===== config.mk =====
export PLATFORM = sky130hd
export DESIGN_NAME = ppi_parallel_port_with_psg_control_top
export DESIGN_NICKNAME = d
export VERILOG_FILES = /design/src/rtl/ppipsg_pkg.sv /design/src/rtl/ppi_parallel_port_with_psg_control_top.sv /design/src/rtl/ppipsg_exec.sv
export SDC_FILE = /design/constraint.sdc
export NUM_CORES = 1
export LEC_CHECK = 0
export BUFFER_PORTS_ARGS = -buffer_cell sky130_fd_sc_hd__clkbuf_2
export CAP_MARGIN = 20
export CORE_MARGIN = 2
export CORE_UTILIZATION = 49
export DETAILED_ROUTE_END_ITERATION = 12
export PLACE_DENSITY = 0.75
export SLEW_MARGIN = 20
export SYNTH_ARGS = -nofsm -noshare
export SYNTH_HDL_FRONTEND = slang
export SYNTH_SLANG_ARGS = --single-unit

===== constraint.sdc =====
create_clock -name aclk -period 1.7 [get_ports aclk]
set_input_delay 0.17 -clock aclk [delete_from_list [all_inputs] [get_ports aclk]]
set_output_delay 0.17 -clock aclk [all_outputs]
set_load 0.02 [all_outputs]

===== src/rtl/ppipsg_pkg.sv =====
// shared types, codes and constants for the parallel port with sound-chip bus control
package ppipsg_pkg;

    // register and field widths
    localparam int unsigned MachineIdWidth = 3;
    localparam logic [MachineIdWidth-1:0] MachineIdReset = 3'd7;

    // operation codes
    localparam logic [1:0] OP_REG_WRITE  = 2'd0;
    localparam logic [1:0] OP_REG_READ   = 2'd1;
    localparam logic [1:0] OP_TAPE_READ  = 2'd2;
    localparam logic [1:0] OP_TAPE_WRITE = 2'd3;

    // port select codes
    localparam logic [1:0] PORT_A       = 2'd0;
    localparam logic [1:0] PORT_B       = 2'd1;
    localparam logic [1:0] PORT_C       = 2'd2;
    localparam logic [1:0] PORT_CONTROL = 2'd3;

    // sound-chip bus modes, port C bits 7:6
    localparam logic [1:0] BUS_INACTIVE = 2'd0;
    localparam logic [1:0] BUS_READ     = 2'd1;
    localparam logic [1:0] BUS_WRITE    = 2'd2;
    localparam logic [1:0] BUS_LATCH    = 2'd3;

    // byte constants
    localparam logic [7:0] TapeThreshold = 8'h85;
    localparam logic [7:0] RefreshBit    = 8'h10;
    localparam logic [7:0] TapeLow       = 8'h40;
    localparam logic [7:0] TapeHigh      = 8'hC0;
    localparam logic [7:0] ModeMaskBits  = 8'h09;
    localparam logic [7:0] MaskLowNibble = 8'h0F;
    localparam logic [7:0] MaskHighNibble = 8'hF0;
    localparam logic [7:0] ByteAllOnes   = 8'hFF;

    // port C bit positions
    localparam int unsigned MotorBitPos   = 4;
    localparam int unsigned TapeOutBitPos = 5;

    // one input item
    typedef struct packed {
        logic [1:0] opcode;
        logic [1:0] port_select;
        logic [7:0] write_data;
        logic [7:0] psg_read_data;
        logic       vsync;
        logic [7:0] tape_sample;
    } in_item_t;

    // one result item
    typedef struct packed {
        logic [7:0] read_data;
        logic       psg_write_valid;
        logic [7:0] psg_write_data;
        logic [3:0] psg_reg_index;
        logic [3:0] keyboard_row;
        logic       motor_on;
        logic       tape_out_valid;
        logic [7:0] tape_out_sample;
    } res_item_t;

endpackage


===== src/rtl/ppi_parallel_port_with_psg_control_top.sv =====
// top level: input register, execute logic, result register and config register
//
// Parallel port that drives a sound-chip bus, keyboard row select and tape.
// Input channel s_*: one item per bus access or tape tick (opcode, port
// select, write byte, sound-chip read byte, vsync, tape sample).
// Result channel m_*: exactly one result item for every input item, in order.
// Config channel cfg_*: writes the 3-bit machine id shown in port B bits 3:1;
// cfg_ready is always high, and writes are expected only while idle.
// An accepted item is held in the input register; its result is computed
// combinationally and registered in the result register, which drives
// m_valid and the result ports.
// Throughput: one item per cycle while results are taken; all the port logic
// is one short combinational pass between the input and result registers.
// Stall: when m_ready is low the result register holds, the input register
// fills, and s_ready drops until the result is taken.
// Reset (aresetn low, synchronous): both registers empty, all port latches,
// read mask, bus mode, register index and tape bit cleared, machine id 7.
module ppi_parallel_port_with_psg_control_top
    import ppipsg_pkg::*;
#(
    parameter int unsigned MACHINE_ID_W = MachineIdWidth
) (
    input  logic                    aclk,
    input  logic                    aresetn,
    // configuration write
    input  logic                    cfg_valid,
    output logic                    cfg_ready,
    input  logic [MACHINE_ID_W-1:0] cfg_data,
    // input items
    input  logic                    s_valid,
    output logic                    s_ready,
    input  logic [1:0]              s_opcode,
    input  logic [1:0]              s_port_select,
    input  logic [7:0]              s_write_data,
    input  logic [7:0]              s_psg_read_data,
    input  logic                    s_vsync,
    input  logic [7:0]              s_tape_sample,
    // result items
    output logic                    m_valid,
    input  logic                    m_ready,
    output logic [7:0]              m_read_data,
    output logic                    m_psg_write_valid,
    output logic [7:0]              m_psg_write_data,
    output logic [3:0]              m_psg_reg_index,
    output logic [3:0]              m_keyboard_row,
    output logic                    m_motor_on,
    output logic                    m_tape_out_valid,
    output logic [7:0]              m_tape_out_sample
);

    logic [MACHINE_ID_W-1:0] machine_id_reg;
    logic                    in_valid_reg;
    in_item_t                in_item_reg;
    logic                    out_valid_reg;
    res_item_t               out_item_reg;
    res_item_t               exec_result;
    logic                    advance;

    // handshake control
    assign advance   = in_valid_reg && (!out_valid_reg || m_ready);
    assign s_ready   = !in_valid_reg || advance;
    assign cfg_ready = 1'b1;

    // configuration register
    always_ff @(posedge aclk) begin
        if (!aresetn) begin
            machine_id_reg <= MACHINE_ID_W'(MachineIdReset);
        end else if (cfg_valid) begin
            machine_id_reg <= cfg_data;
        end
    end

    // input register
    always_ff @(posedge aclk) begin
        if (!aresetn) begin
            in_valid_reg <= 1'b0;
        end else if (s_ready) begin
            in_valid_reg <= s_valid;
        end
    end

    always_ff @(posedge aclk) begin
        if (s_valid && s_ready) begin
            in_item_reg.opcode        <= s_opcode;
            in_item_reg.port_select   <= s_port_select;
            in_item_reg.write_data    <= s_write_data;
            in_item_reg.psg_read_data <= s_psg_read_data;
            in_item_reg.vsync         <= s_vsync;
            in_item_reg.tape_sample   <= s_tape_sample;
        end
    end

    // port state and item logic
    ppipsg_exec #(
        .MACHINE_ID_W(MACHINE_ID_W)
    ) u_exec (
        .aclk      (aclk),
        .aresetn   (aresetn),
        .item_fire (advance),
        .item      (in_item_reg),
        .machine_id(machine_id_reg),
        .result    (exec_result)
    );

    // result register
    always_ff @(posedge aclk) begin
        if (!aresetn) begin
            out_valid_reg <= 1'b0;
        end else if (advance) begin
            out_valid_reg <= 1'b1;
        end else if (m_ready) begin
            out_valid_reg <= 1'b0;
        end
    end

    always_ff @(posedge aclk) begin
        if (advance) begin
            out_item_reg <= exec_result;
        end
    end

    // result ports
    assign m_valid           = out_valid_reg;
    assign m_read_data       = out_item_reg.read_data;
    assign m_psg_write_valid = out_item_reg.psg_write_valid;
    assign m_psg_write_data  = out_item_reg.psg_write_data;
    assign m_psg_reg_index   = out_item_reg.psg_reg_index;
    assign m_keyboard_row    = out_item_reg.keyboard_row;
    assign m_motor_on        = out_item_reg.motor_on;
    assign m_tape_out_valid  = out_item_reg.tape_out_valid;
    assign m_tape_out_sample = out_item_reg.tape_out_sample;

endmodule


===== src/rtl/ppipsg_exec.sv =====
// port state registers and the per-item update and result logic
module ppipsg_exec
    import ppipsg_pkg::*;
#(
    parameter int unsigned MACHINE_ID_W = MachineIdWidth
) (
    input  logic                    aclk,
    input  logic                    aresetn,
    input  logic                    item_fire,
    input  in_item_t                item,
    input  logic [MACHINE_ID_W-1:0] machine_id,
    output res_item_t               result
);

    logic [7:0] port_a_reg, port_a_next;
    logic [7:0] port_c_reg, port_c_next;
    logic [7:0] c_mask_reg, c_mask_next;
    logic [1:0] bus_mode_reg, bus_mode_next;
    logic [3:0] psg_index_reg, psg_index_next;
    logic       tape_in_reg, tape_in_next;

    logic       bus_apply;
    logic       psg_wr;
    logic [7:0] read_byte;
    logic [7:0] port_b_byte;
    logic [7:0] bit_sel;
    logic       tape_valid;
    logic [7:0] tape_val;

    // port B status byte
    always_comb begin
        port_b_byte = RefreshBit;
        port_b_byte[0] = item.vsync;
        port_b_byte[7] = tape_in_reg;
        port_b_byte[MACHINE_ID_W:1] = machine_id;
    end

    assign bit_sel = 8'h01 << item.write_data[3:1];

    // next state and result fields
    always_comb begin
        port_a_next    = port_a_reg;
        port_c_next    = port_c_reg;
        c_mask_next    = c_mask_reg;
        bus_mode_next  = bus_mode_reg;
        tape_in_next   = tape_in_reg;
        bus_apply      = 1'b0;
        read_byte      = ByteAllOnes;
        tape_valid     = 1'b0;
        tape_val       = 8'h00;

        unique case (item.opcode)
            OP_REG_WRITE: begin
                unique case (item.port_select)
                    PORT_A: begin
                        port_a_next = item.write_data;
                        bus_apply   = 1'b1;
                    end
                    PORT_C: begin
                        port_c_next   = item.write_data;
                        bus_mode_next = item.write_data[7:6];
                        bus_apply     = 1'b1;
                    end
                    PORT_CONTROL: begin
                        if (item.write_data[7]) begin
                            port_a_next = 8'h00;
                            if ((item.write_data & ModeMaskBits) == ModeMaskBits) begin
                                c_mask_next = 8'h00;
                            end else if (item.write_data[3]) begin
                                c_mask_next = MaskLowNibble;
                            end else if (item.write_data[0]) begin
                                c_mask_next = MaskHighNibble;
                            end else begin
                                c_mask_next = ByteAllOnes;
                            end
                        end else if (item.write_data[0]) begin
                            port_c_next = port_c_reg | bit_sel;
                        end else begin
                            port_c_next = port_c_reg & ~bit_sel;
                        end
                    end
                    default: begin
                        // port B write has no effect
                    end
                endcase
            end
            OP_REG_READ: begin
                unique case (item.port_select)
                    PORT_A: begin
                        if (bus_mode_reg == BUS_READ) begin
                            read_byte = item.psg_read_data;
                        end
                    end
                    PORT_B:  read_byte = port_b_byte;
                    PORT_C:  read_byte = port_c_reg & c_mask_reg;
                    default: read_byte = ByteAllOnes;
                endcase
            end
            OP_TAPE_READ: begin
                tape_in_next = port_c_reg[MotorBitPos] && (item.tape_sample > TapeThreshold);
            end
            default: begin
                if (port_c_reg[MotorBitPos]) begin
                    tape_valid = 1'b1;
                    tape_val   = port_c_reg[TapeOutBitPos] ? TapeHigh : TapeLow;
                end
            end
        endcase

        // sound-chip bus action after a port A or port C write
        psg_index_next = psg_index_reg;
        if (bus_apply && bus_mode_next == BUS_LATCH) begin
            psg_index_next = port_a_next[3:0];
        end
        psg_wr = bus_apply && (bus_mode_next == BUS_WRITE);
    end

    // result item, taken from the updated state
    always_comb begin
        result.read_data       = read_byte;
        result.psg_write_valid = psg_wr;
        result.psg_write_data  = psg_wr ? port_a_next : 8'h00;
        result.psg_reg_index   = psg_index_next;
        result.keyboard_row    = port_c_next[3:0];
        result.motor_on        = port_c_next[MotorBitPos];
        result.tape_out_valid  = tape_valid;
        result.tape_out_sample = tape_val;
    end

    // state registers
    always_ff @(posedge aclk) begin
        if (!aresetn) begin
            port_a_reg    <= 8'h00;
            port_c_reg    <= 8'h00;
            c_mask_reg    <= 8'h00;
            bus_mode_reg  <= BUS_INACTIVE;
            psg_index_reg <= 4'h0;
            tape_in_reg   <= 1'b0;
        end else if (item_fire) begin
            port_a_reg    <= port_a_next;
            port_c_reg    <= port_c_next;
            c_mask_reg    <= c_mask_next;
            bus_mode_reg  <= bus_mode_next;
            psg_index_reg <= psg_index_next;
            tape_in_reg   <= tape_in_next;
        end
    end

endmodule


==> results.md, run 1 <==
- Critical path cell sequence: buf_4 -> ha_4 -> buf_6 -> a2111oi_4 -> buf_4 -> o21ai_1 -> a21oi_1
- Outcome: finished with violations
- Initial antenna violation count: 0
- Most frequent CP cell: buf_4
- Via density: 5.431
- Starting density of the core: 49.69%
- Routed Antenna Nets: 0
- Worst path slowest cell: edfxtp_1
- Setup crit end kind: flop
- Yosys synthesis warning count: 0
- Pwr Total: 4.293 mW
- Remaining DRCs: 0
- Number of synthesized flops with an enable pin: 57
- Sink Count: 87
- FF+latch count, synth: 87
- TritonCTS clock tree: done
- Routability-driven placement congestion ratio: 0.8579
- WP data arrival: 2.09 ns
- Crit Path Class: flop to flop
- Cells after Synth: 322
- CTS root buffer: clkbuf_8
- Hold Path Class: input pin to flop
- Number of global-route vias before repair: 2921
- Final setup viols: 20
- Endpoints failing hold: 0
- Most common cell after layout, fill and taps aside: clkbuf_2
- Seq/Total Area, Yosys: 61.17%
- Core outline area: 7607 sq um
- Mean Syn Cell Area: 11.74 sq um
- FFs w/ async S/R, synth: 0%
- Violated checks: negative setup slack
- Height of the die: 91.83 microns
- Total wire length: 9104 microns
- Share of cells above drive strength 1: 36.92%
- Synth Cell Area: 3780 sq um
- Setup crit start kind: flop
- Clock latency at the later pin of the worst-skew pair: 0.35 ns
- Commonest cells after routing, fill and taps aside: 66 x clkbuf_2, 57 x edfxtp_1, 33 x buf_4
- WL per Instance: 16.34 microns
- Horiz. Die Dim: 91.83 microns
- Buf/Inv on CP: 3
- Largest net degree at the start of global routing: 29
- Crit path time final: 1.815 ns
- Yosys top cell by area: edfxtp_1
- Total track usage: 20.57%
- Nets: 495
- I/O pin count: 75
- Max clock buf depth: 2
- WHS: 0.03657 ns
- ANT cells: 0
- FMAX: 551.0 MHz
- Final slew viol count: 0
- VDD IR max: 0.0006046 V
- Top delay family on crit path: compound AO/OA/AOI/OAI gates
- First-pass GRT wire length: 13480 microns
- Reg clk slew, reported paths: 0.08 ns
- Relative slew slack: 57.42%
- Setup ws final: -0.1149 ns
- Initial DRT Pass Iterations: 5
- DR vias: 3025
- Worst Path Required: 1.97 ns
- Top cell type's share of synthesized area: 45.28%
- CP peak stage delay: 0.41 ns
- Max reg flops: 28
- Area Overhead vs Synth: 36.78%
- CTS Buf Count: 9
- Detailed Place HPWL: 5623 microns
- Top FF cell, synth: edfxtp_1
- Htree depth: 3
- GRT overflow: 0
- Top cells by area, synth: edfxtp_1 45%, dfxtp_1 16%, mux2i_1 3.4%
- Max-Cap Viols: 0
- Leak: 2.017 nW
- Row count: 32
- Port Buf Inserts: 66
- RSZ-0062 raised after global routing: yes
- Die area: 8433 sq um
- Crit Path Max Fanout: 7
- Pwr dens: 830.3 nW/um^2
- Setup Skew: 0.008826 ns
- Measured slew at the worst slew-check pin: 0.6387 ns
- Distinct cells, synth: 43
- Final period utilization: 106.8%
- Drt initial violations: 257
path summary, 6_finish.rpt:
kind                      from                   end  slack [ns]  depth (start not counted)
max            in_item_reg[25]  u_exec.port_c_reg[7]       -0.11                          7
min                cfg_data[2]     machine_id_reg[2]        0.04                          3
max reg2reg    in_item_reg[25]  u_exec.port_c_reg[7]       -0.11                          7
min reg2reg  machine_id_reg[1]     machine_id_reg[1]        0.48                          2
cell type report:
type / count / area (sq um)
clock buffer: 11 / 131.4
clock inverter: 5 / 50.05
fill: 543 / 2437
inverter: 13 / 48.80
multi-input combinational: 202 / 1511
sequential: 87 / 2312
tap: 102 / 127.6
timing repair buffer: 137 / 988.4
power by group:
part           internal [mW]  leakage, nW  switching [mW]
Sequential              2.35        0.782          0.0564
Clock                  0.668       0.0884           0.667
Combinational          0.249         1.15           0.304
Total                   3.26         2.02            1.03
cells in the mapped netlist (2+ instances only):
library cell	n
inv_1	12
nor2_1	22
a31oi_1	6
o21a_1	2
a211oi_1	8
a21oi_1	17
mux2i_1	13
ha_1	8
nand2b_1	4
conb_1	2
nand3_1	22
dfxtp_1	30
a2111oi_4	2
buf_2	4
a311oi_1	3
nor2b_1	3
buf_4	8
o21ai_1	3
nand2_1	22
nand3b_1	6
o21ai_0	21
a22oi_1	9
clkbuf_1	11
and2_1	3
nand4_1	5
nor3b_1	2
a2bb2oi_1	2
edfxtp_1	57
per-layer routing:
| metal | global-route usage [%] | share of wire, % | vias up |
|---|---|---|---|
| li1 | - | - | 1432 |
| met1 | 25.01 | 41 | 1443 |
| met2 | 34.93 | 51 | 129 |
| met3 | 5.094 | 5.2 | 21 |
| met4 | 8.706 | 2.5 | 0 |
| met5 | 0 | 0 | - |
per-stage QoR:
step	worst slack (ns)	setup TNS, ns	utilization [%]	std cells	instance area (sq um)
2_1_floorplan	-0.07006	-0.2174	-	327	3809
6_report	-0.1149	-1.277	67.96	557	5170
3_3_place_gp	-0.1375	-1.813	57.68	501	4388
4_1_cts	-0.04769	-0.3155	65.94	551	5016
5_1_grt	-0.1700	-2.794	67.96	557	5170
3_5_place_dp	-0.2810	-4.846	57.68	501	4388
worst register-to-register path, cell delays in order, from the launching register on:
cell and delay (ns):
edfxtp_1 0.41, buf_4 0.17, ha_4 0.17, buf_6 0.14, a2111oi_4 0.40, buf_4 0.20
o21ai_1 0.09, a21oi_1 0.16
kinds of logic (layout without fill, tap and decap cells):
family	Yosys count	in the layout	synth area share, %
mux	13	13	3.442
other cells	2	7	0.1987
buf+inv	38	166	4.899
simple gates	97	97	13.60
flops	87	87	61.17
fa+ha+maj	8	8	2.648
compound gates	77	77	14.03
repair_timing:
action,4_1_cts,5_1_grt
hold buffers,28,0
endpoints found under the setup margin,40,36
resized for setup,27,32
pin swaps,15,26
setup buffers,6,6
endpoints found under the hold margin,28,0
(Power assumes the default switching activity.)
==> run 2: changes to the inputs <==
Settings changed: ABC_AREA set to 0, CELL_PAD_IN_SITES_DETAIL_PLACEMENT set to 1, CELL_PAD_IN_SITES_GLOBAL_PLACEMENT set to 2, CORE_UTILIZATION 49 to 32, PLACE_DENSITY 0.75 to not set, PLACE_DENSITY_LB_ADDON set to 0.1.
==> results.md, run 2 (synthesized netlist as in run 1, its figures left out) <==
- Port Buf Inserts: 66
- Die area: 12700 sq um
- Crit path time final: 1.785 ns
- Starting density of the core: 32.96%
- Final period utilization: 105.0%
- Max clock buf depth: 2
- TritonCTS clock tree: done
- First-pass GRT wire length: 15570 microns
- Core outline area: 11470 sq um
- Share of cells above drive strength 1: 36.38%
- Worst Path Required: 1.78 ns
- Sink Count: 87
- Setup ws final: -0.08538 ns
- Leak: 2.018 nW
- CP peak stage delay: 0.46 ns
- Buf/Inv on CP: 2
- Detailed Place HPWL: 6791 microns
- Routed Antenna Nets: 0
- Total wire length: 9788 microns
- DR vias: 2885
- Setup crit start kind: flop
- Area Overhead vs Synth: 37.54%
- Height of the die: 112.7 microns
- Initial antenna violation count: 0
- WHS: 0.006505 ns
- Drt initial violations: 70
- Outcome: finished with violations
- Initial DRT Pass Iterations: 4
- CTS root buffer: clkbuf_16
- Most frequent CP cell: a21oi_1
- Violated checks: negative setup slack
- WP data arrival: 1.87 ns
- Crit Path Class: flop to flop
- Nets: 488
- Routability-driven placement congestion ratio: 0.7439
- ANT cells: 0
- Commonest cells after routing, fill and taps aside: 66 x clkbuf_2, 57 x edfxtp_1, 37 x buf_4
- Clock latency at the later pin of the worst-skew pair: 0.34 ns
- Post-route core utilization: 45.34%
- Setup Skew: 0.008607 ns
- Via density: 4.882
- Most common cell after layout, fill and taps aside: clkbuf_2
- Htree depth: 3
- Max reg flops: 28
- RSZ-0062 raised after global routing: yes
- GRT overflow: 0
- WL per Instance: 16.56 microns
- Worst path slowest cell: edfxtp_1
- Final setup viols: 16
- Critical path cell sequence: buf_4 -> ha_4 -> buf_6 -> nor4b_4 -> o21a_1 -> a21oi_1 -> a21oi_1
- CTS Buf Count: 9
- Total track usage: 15.94%
- Pwr dens: 938.6 nW/um^2
- Max-Cap Viols: 0
- Horiz. Die Dim: 112.7 microns
- Top delay family on crit path: flip-flops
- Setup crit end kind: flop
- Hold Path Class: input pin to flop
- Remaining DRCs: 0
- VDD IR max: 0.0004350 V
- Final slew viol count: 0
- Row count: 39
- I/O pin count: 75
- FMAX: 560.1 MHz
- Crit Path Max Fanout: 7
- Number of global-route vias before repair: 3018
- Reg clk slew, reported paths: 0.06 ns
- Endpoints failing hold: 0
- Largest net degree at the start of global routing: 39
## run 2: cell types whose count changed in the layout (fill, tap and decap cells not counted), moves of 2 or more
cell           delta
dlygate4sd3_1     -8
o21ai_0           +3
a21oi_1           +3
nand3_1           +2
buf_4             +4
clkinvlp_4        +2
a21oi_2           -3
buf_6             -2
clkbuf_8          -9
o21ai_2           -2
clkbuf_16         +9
## run 2: what timing repair did
action,CTS,global route
buffers inserted,2,7
endpoints found under the hold margin,17,3
gates resized for setup,25,20
hold buffers,17,3
setup endpoints to repair,38,35
pin swaps,15,11
## run 2: power breakdown
part	internal, mW	leakage [nW]	switching [mW]
Clock	1.13	0.132	0.817
Sequential	2.35	0.782	0.0536
Combinational	0.233	1.10	0.295
Total	3.71	2.02	1.17
## run 2: worst paths after layout
check | startpoint | to | slack, ns | cells after the start
worst max-delay path | in_item_reg[26] | m_keyboard_row[1] | -0.09 | 7
worst min-delay path | s_write_data[7] | in_item_reg[24] | 0.007 | 1
worst max register to register | in_item_reg[26] | m_keyboard_row[1] | -0.09 | 7
worst min register to register | u_exec.tape_in_reg | u_exec.tape_in_reg | 0.47 | 2
## run 2: through the flow
step | setup WS [ns] | cell area (sq um) | setup TNS (ns) | instances | power [mW]
after floorplan | -0.07006 | 3809 | -0.2174 | 327 | 2.694
after global placement | -0.1233 | 4464 | -1.986 | 547 | 2.881
after detailed placement | -0.1926 | 4464 | -3.387 | 547 | 2.895
after CTS | -0.01725 | 5055 | -0.09369 | 582 | 4.910
after global routing | -0.1514 | 5199 | -2.394 | 591 | 5.077
final | -0.08538 | 5199 | -0.7173 | 591 | 4.879
## run 2: metal layers
| layer | up-vias | track usage [%] | wire length (microns) |
|---|---|---|---|
| met1 | 1394 | 20.10 | 4436 |
| li1 | 1421 | - | - |
| met5 | - | 0 | 0 |
| met3 | 17 | 2.700 | 290 |
| met2 | 53 | 26.91 | 4832 |
| met4 | 0 | 6.992 | 229 |
## run 2: layout make-up
class | instances | area (sq um)
multi-input cells | 202 | 1473
well taps | 143 | 178.9
inverters | 13 | 48.80
clock buffers | 10 | 229.0
clock inverters | 6 | 61.31
repair buffers | 130 | 895.9
flip-flops and latches | 87 | 2312
fillers | 1238 | 6269
==> run 3: changes to the inputs <==
Settings changed: GPL_TIMING_DRIVEN set to 0.
==> results.md, run 3 (synthesized netlist as in run 1, its figures left out) <==
- GRT overflow: 0
- Setup Skew: 0.006987 ns
- Horiz. Die Dim: 112.7 microns
- WP data arrival: 1.90 ns
- Critical path cell sequence: inv_1 -> ha_4 -> and3b_2 -> buf_6 -> a22oi_2 -> mux2i_1
- Htree depth: 3
- Initial antenna violation count: 0
- Drt initial violations: 88
- Measured slew at the worst slew-check pin: 0.6197 ns
- Number of global-route vias before repair: 2973
- CP peak stage delay: 0.39 ns
- Detailed Place HPWL: 6648 microns
- Leak: 1.982 nW
- Starting density of the core: 32.96%
- Worst Path Required: 1.78 ns
- Top delay family on crit path: flip-flops
- Relative slew slack: 58.69%
- Crit path time final: 1.820 ns
- Max clock buf depth: 2
- Height of the die: 112.7 microns
- First-pass GRT wire length: 15650 microns
- Final slew viol count: 0
- Via density: 4.969
- Outcome: finished with violations
- Routed Antenna Nets: 0
- WHS: 0.006837 ns
- Fill cells: 1247
- Area Overhead vs Synth: 34.49%
- Routability-driven placement congestion ratio: 0.7687
- Reg clk slew, reported paths: 0.06 ns
- Commonest cells after routing, fill and taps aside: 71 x clkbuf_2, 57 x edfxtp_1, 30 x dfxtp_1
- WL per Instance: 16.99 microns
- Setup crit start kind: flop
- ANT cells: 0
- RSZ-0062 raised after global routing: yes
- Most common cell after layout, fill and taps aside: clkbuf_2
- TritonCTS clock tree: done
- Nets: 480
- CTS Buf Count: 9
- Crit Path Class: flop to flop
- Clock latency at the later pin of the worst-skew pair: 0.34 ns
- DR vias: 2897
- Share of cells above drive strength 1: 35.00%
- Largest net degree at the start of global routing: 39
- Initial DRT Pass Iterations: 4
- Die area: 12700 sq um
- Total wire length: 9908 microns
- Max reg flops: 28
- Setup crit end kind: flop
- Sink Count: 87
- Row count: 39
- I/O pin count: 75
- Port Buf Inserts: 66
- Worst path slowest cell: edfxtp_1
- Violated checks: negative setup slack
- Pwr dens: 935.6 nW/um^2
- CTS root buffer: clkbuf_16
- Pwr Total: 4.756 mW
- Remaining DRCs: 0
- Crit Path Max Fanout: 10
- Buf/Inv on CP: 2
- Core outline area: 11470 sq um
- FMAX: 549.6 MHz
- Hold Path Class: input pin to flop
- Final setup viols: 25
- Endpoints failing hold: 0
- Final period utilization: 107.0%
- Setup ws final: -0.1196 ns
- VDD IR max: 0.0003999 V
- Max-Cap Viols: 0
- Total track usage: 16.06%
## run 3: cell types whose count changed in the layout (fill, tap and decap cells not counted), sizes merged
cell         before  now
buf              44   31
clkbuf           76   84
clkinv            3    2
bufinv            1    0
inv              12   14
dlygate4sd3      20   17
## run 3: worst paths after layout
kind | start | to | slack, ns | cells past startpoint
worst max-delay path | in_item_reg[26] | m_psg_reg_index[1] | -0.12 | 6
worst min-delay path | s_tape_sample[1] | in_item_reg[1] | 0.007 | 1
worst max register to register | in_item_reg[26] | m_psg_reg_index[1] | -0.12 | 6
worst min register to register | u_exec.tape_in_reg | u_exec.tape_in_reg | 0.48 | 2
## run 3: layer usage
layer	share of wire [%]	vias up	track usage, %
met4	1.9	0	6.667
met3	2.3	12	2.268
met2	50	48	27.58
met1	46	1426	20.28
met5	0	-	0
li1	-	1411	-
## run 3: area by class of cell
cell class	count	area, sq um	share of cell area (%)
sequential	87	2312	45.48
multi-input combinational	202	1454	28.60
timing repair buffer	99	638.1	12.55
clock buffer	10	229.0	4.504
tap	143	178.9	3.520
buffer	23	176.4	3.470
inverter	13	50.05	0.9845
clock inverter	6	45.04	0.8860
## run 3: power by group
part	total [mW]	internal [mW]	switching [mW]
clock network	1.84	0.998	0.845
logic	0.508	0.213	0.295
registers	2.40	2.35	0.0547
total	4.76	3.56	1.19
## run 3: stage by stage
| stage | std cells | area [sq um] | TNS [ns] | utilization (%) | setup slack [ns] |
|---|---|---|---|---|---|
| 3_3_place_gp | 536 | 4318 | -27.41 | 37.65 | -0.4716 |
| 6_report | 583 | 5084 | -1.519 | 44.33 | -0.1196 |
| 4_1_cts | 579 | 4986 | -1.597 | 43.48 | -0.1120 |
| 3_5_place_dp | 536 | 4318 | -29.78 | 37.65 | -0.4918 |
| 5_1_grt | 583 | 5084 | -4.509 | 44.33 | -0.2172 |
| 2_1_floorplan | 327 | 3809 | -0.2174 | - | -0.07006 |
## run 3: what timing repair did
item                       4_1_cts  5_1_grt
resized for setup               39       31
hold endpoints to repair        15        2
setup endpoints to repair       82       77
setup buffers                   11        4
gates cloned                     1        0
pin swaps                       15        5
hold buffers                    15        2
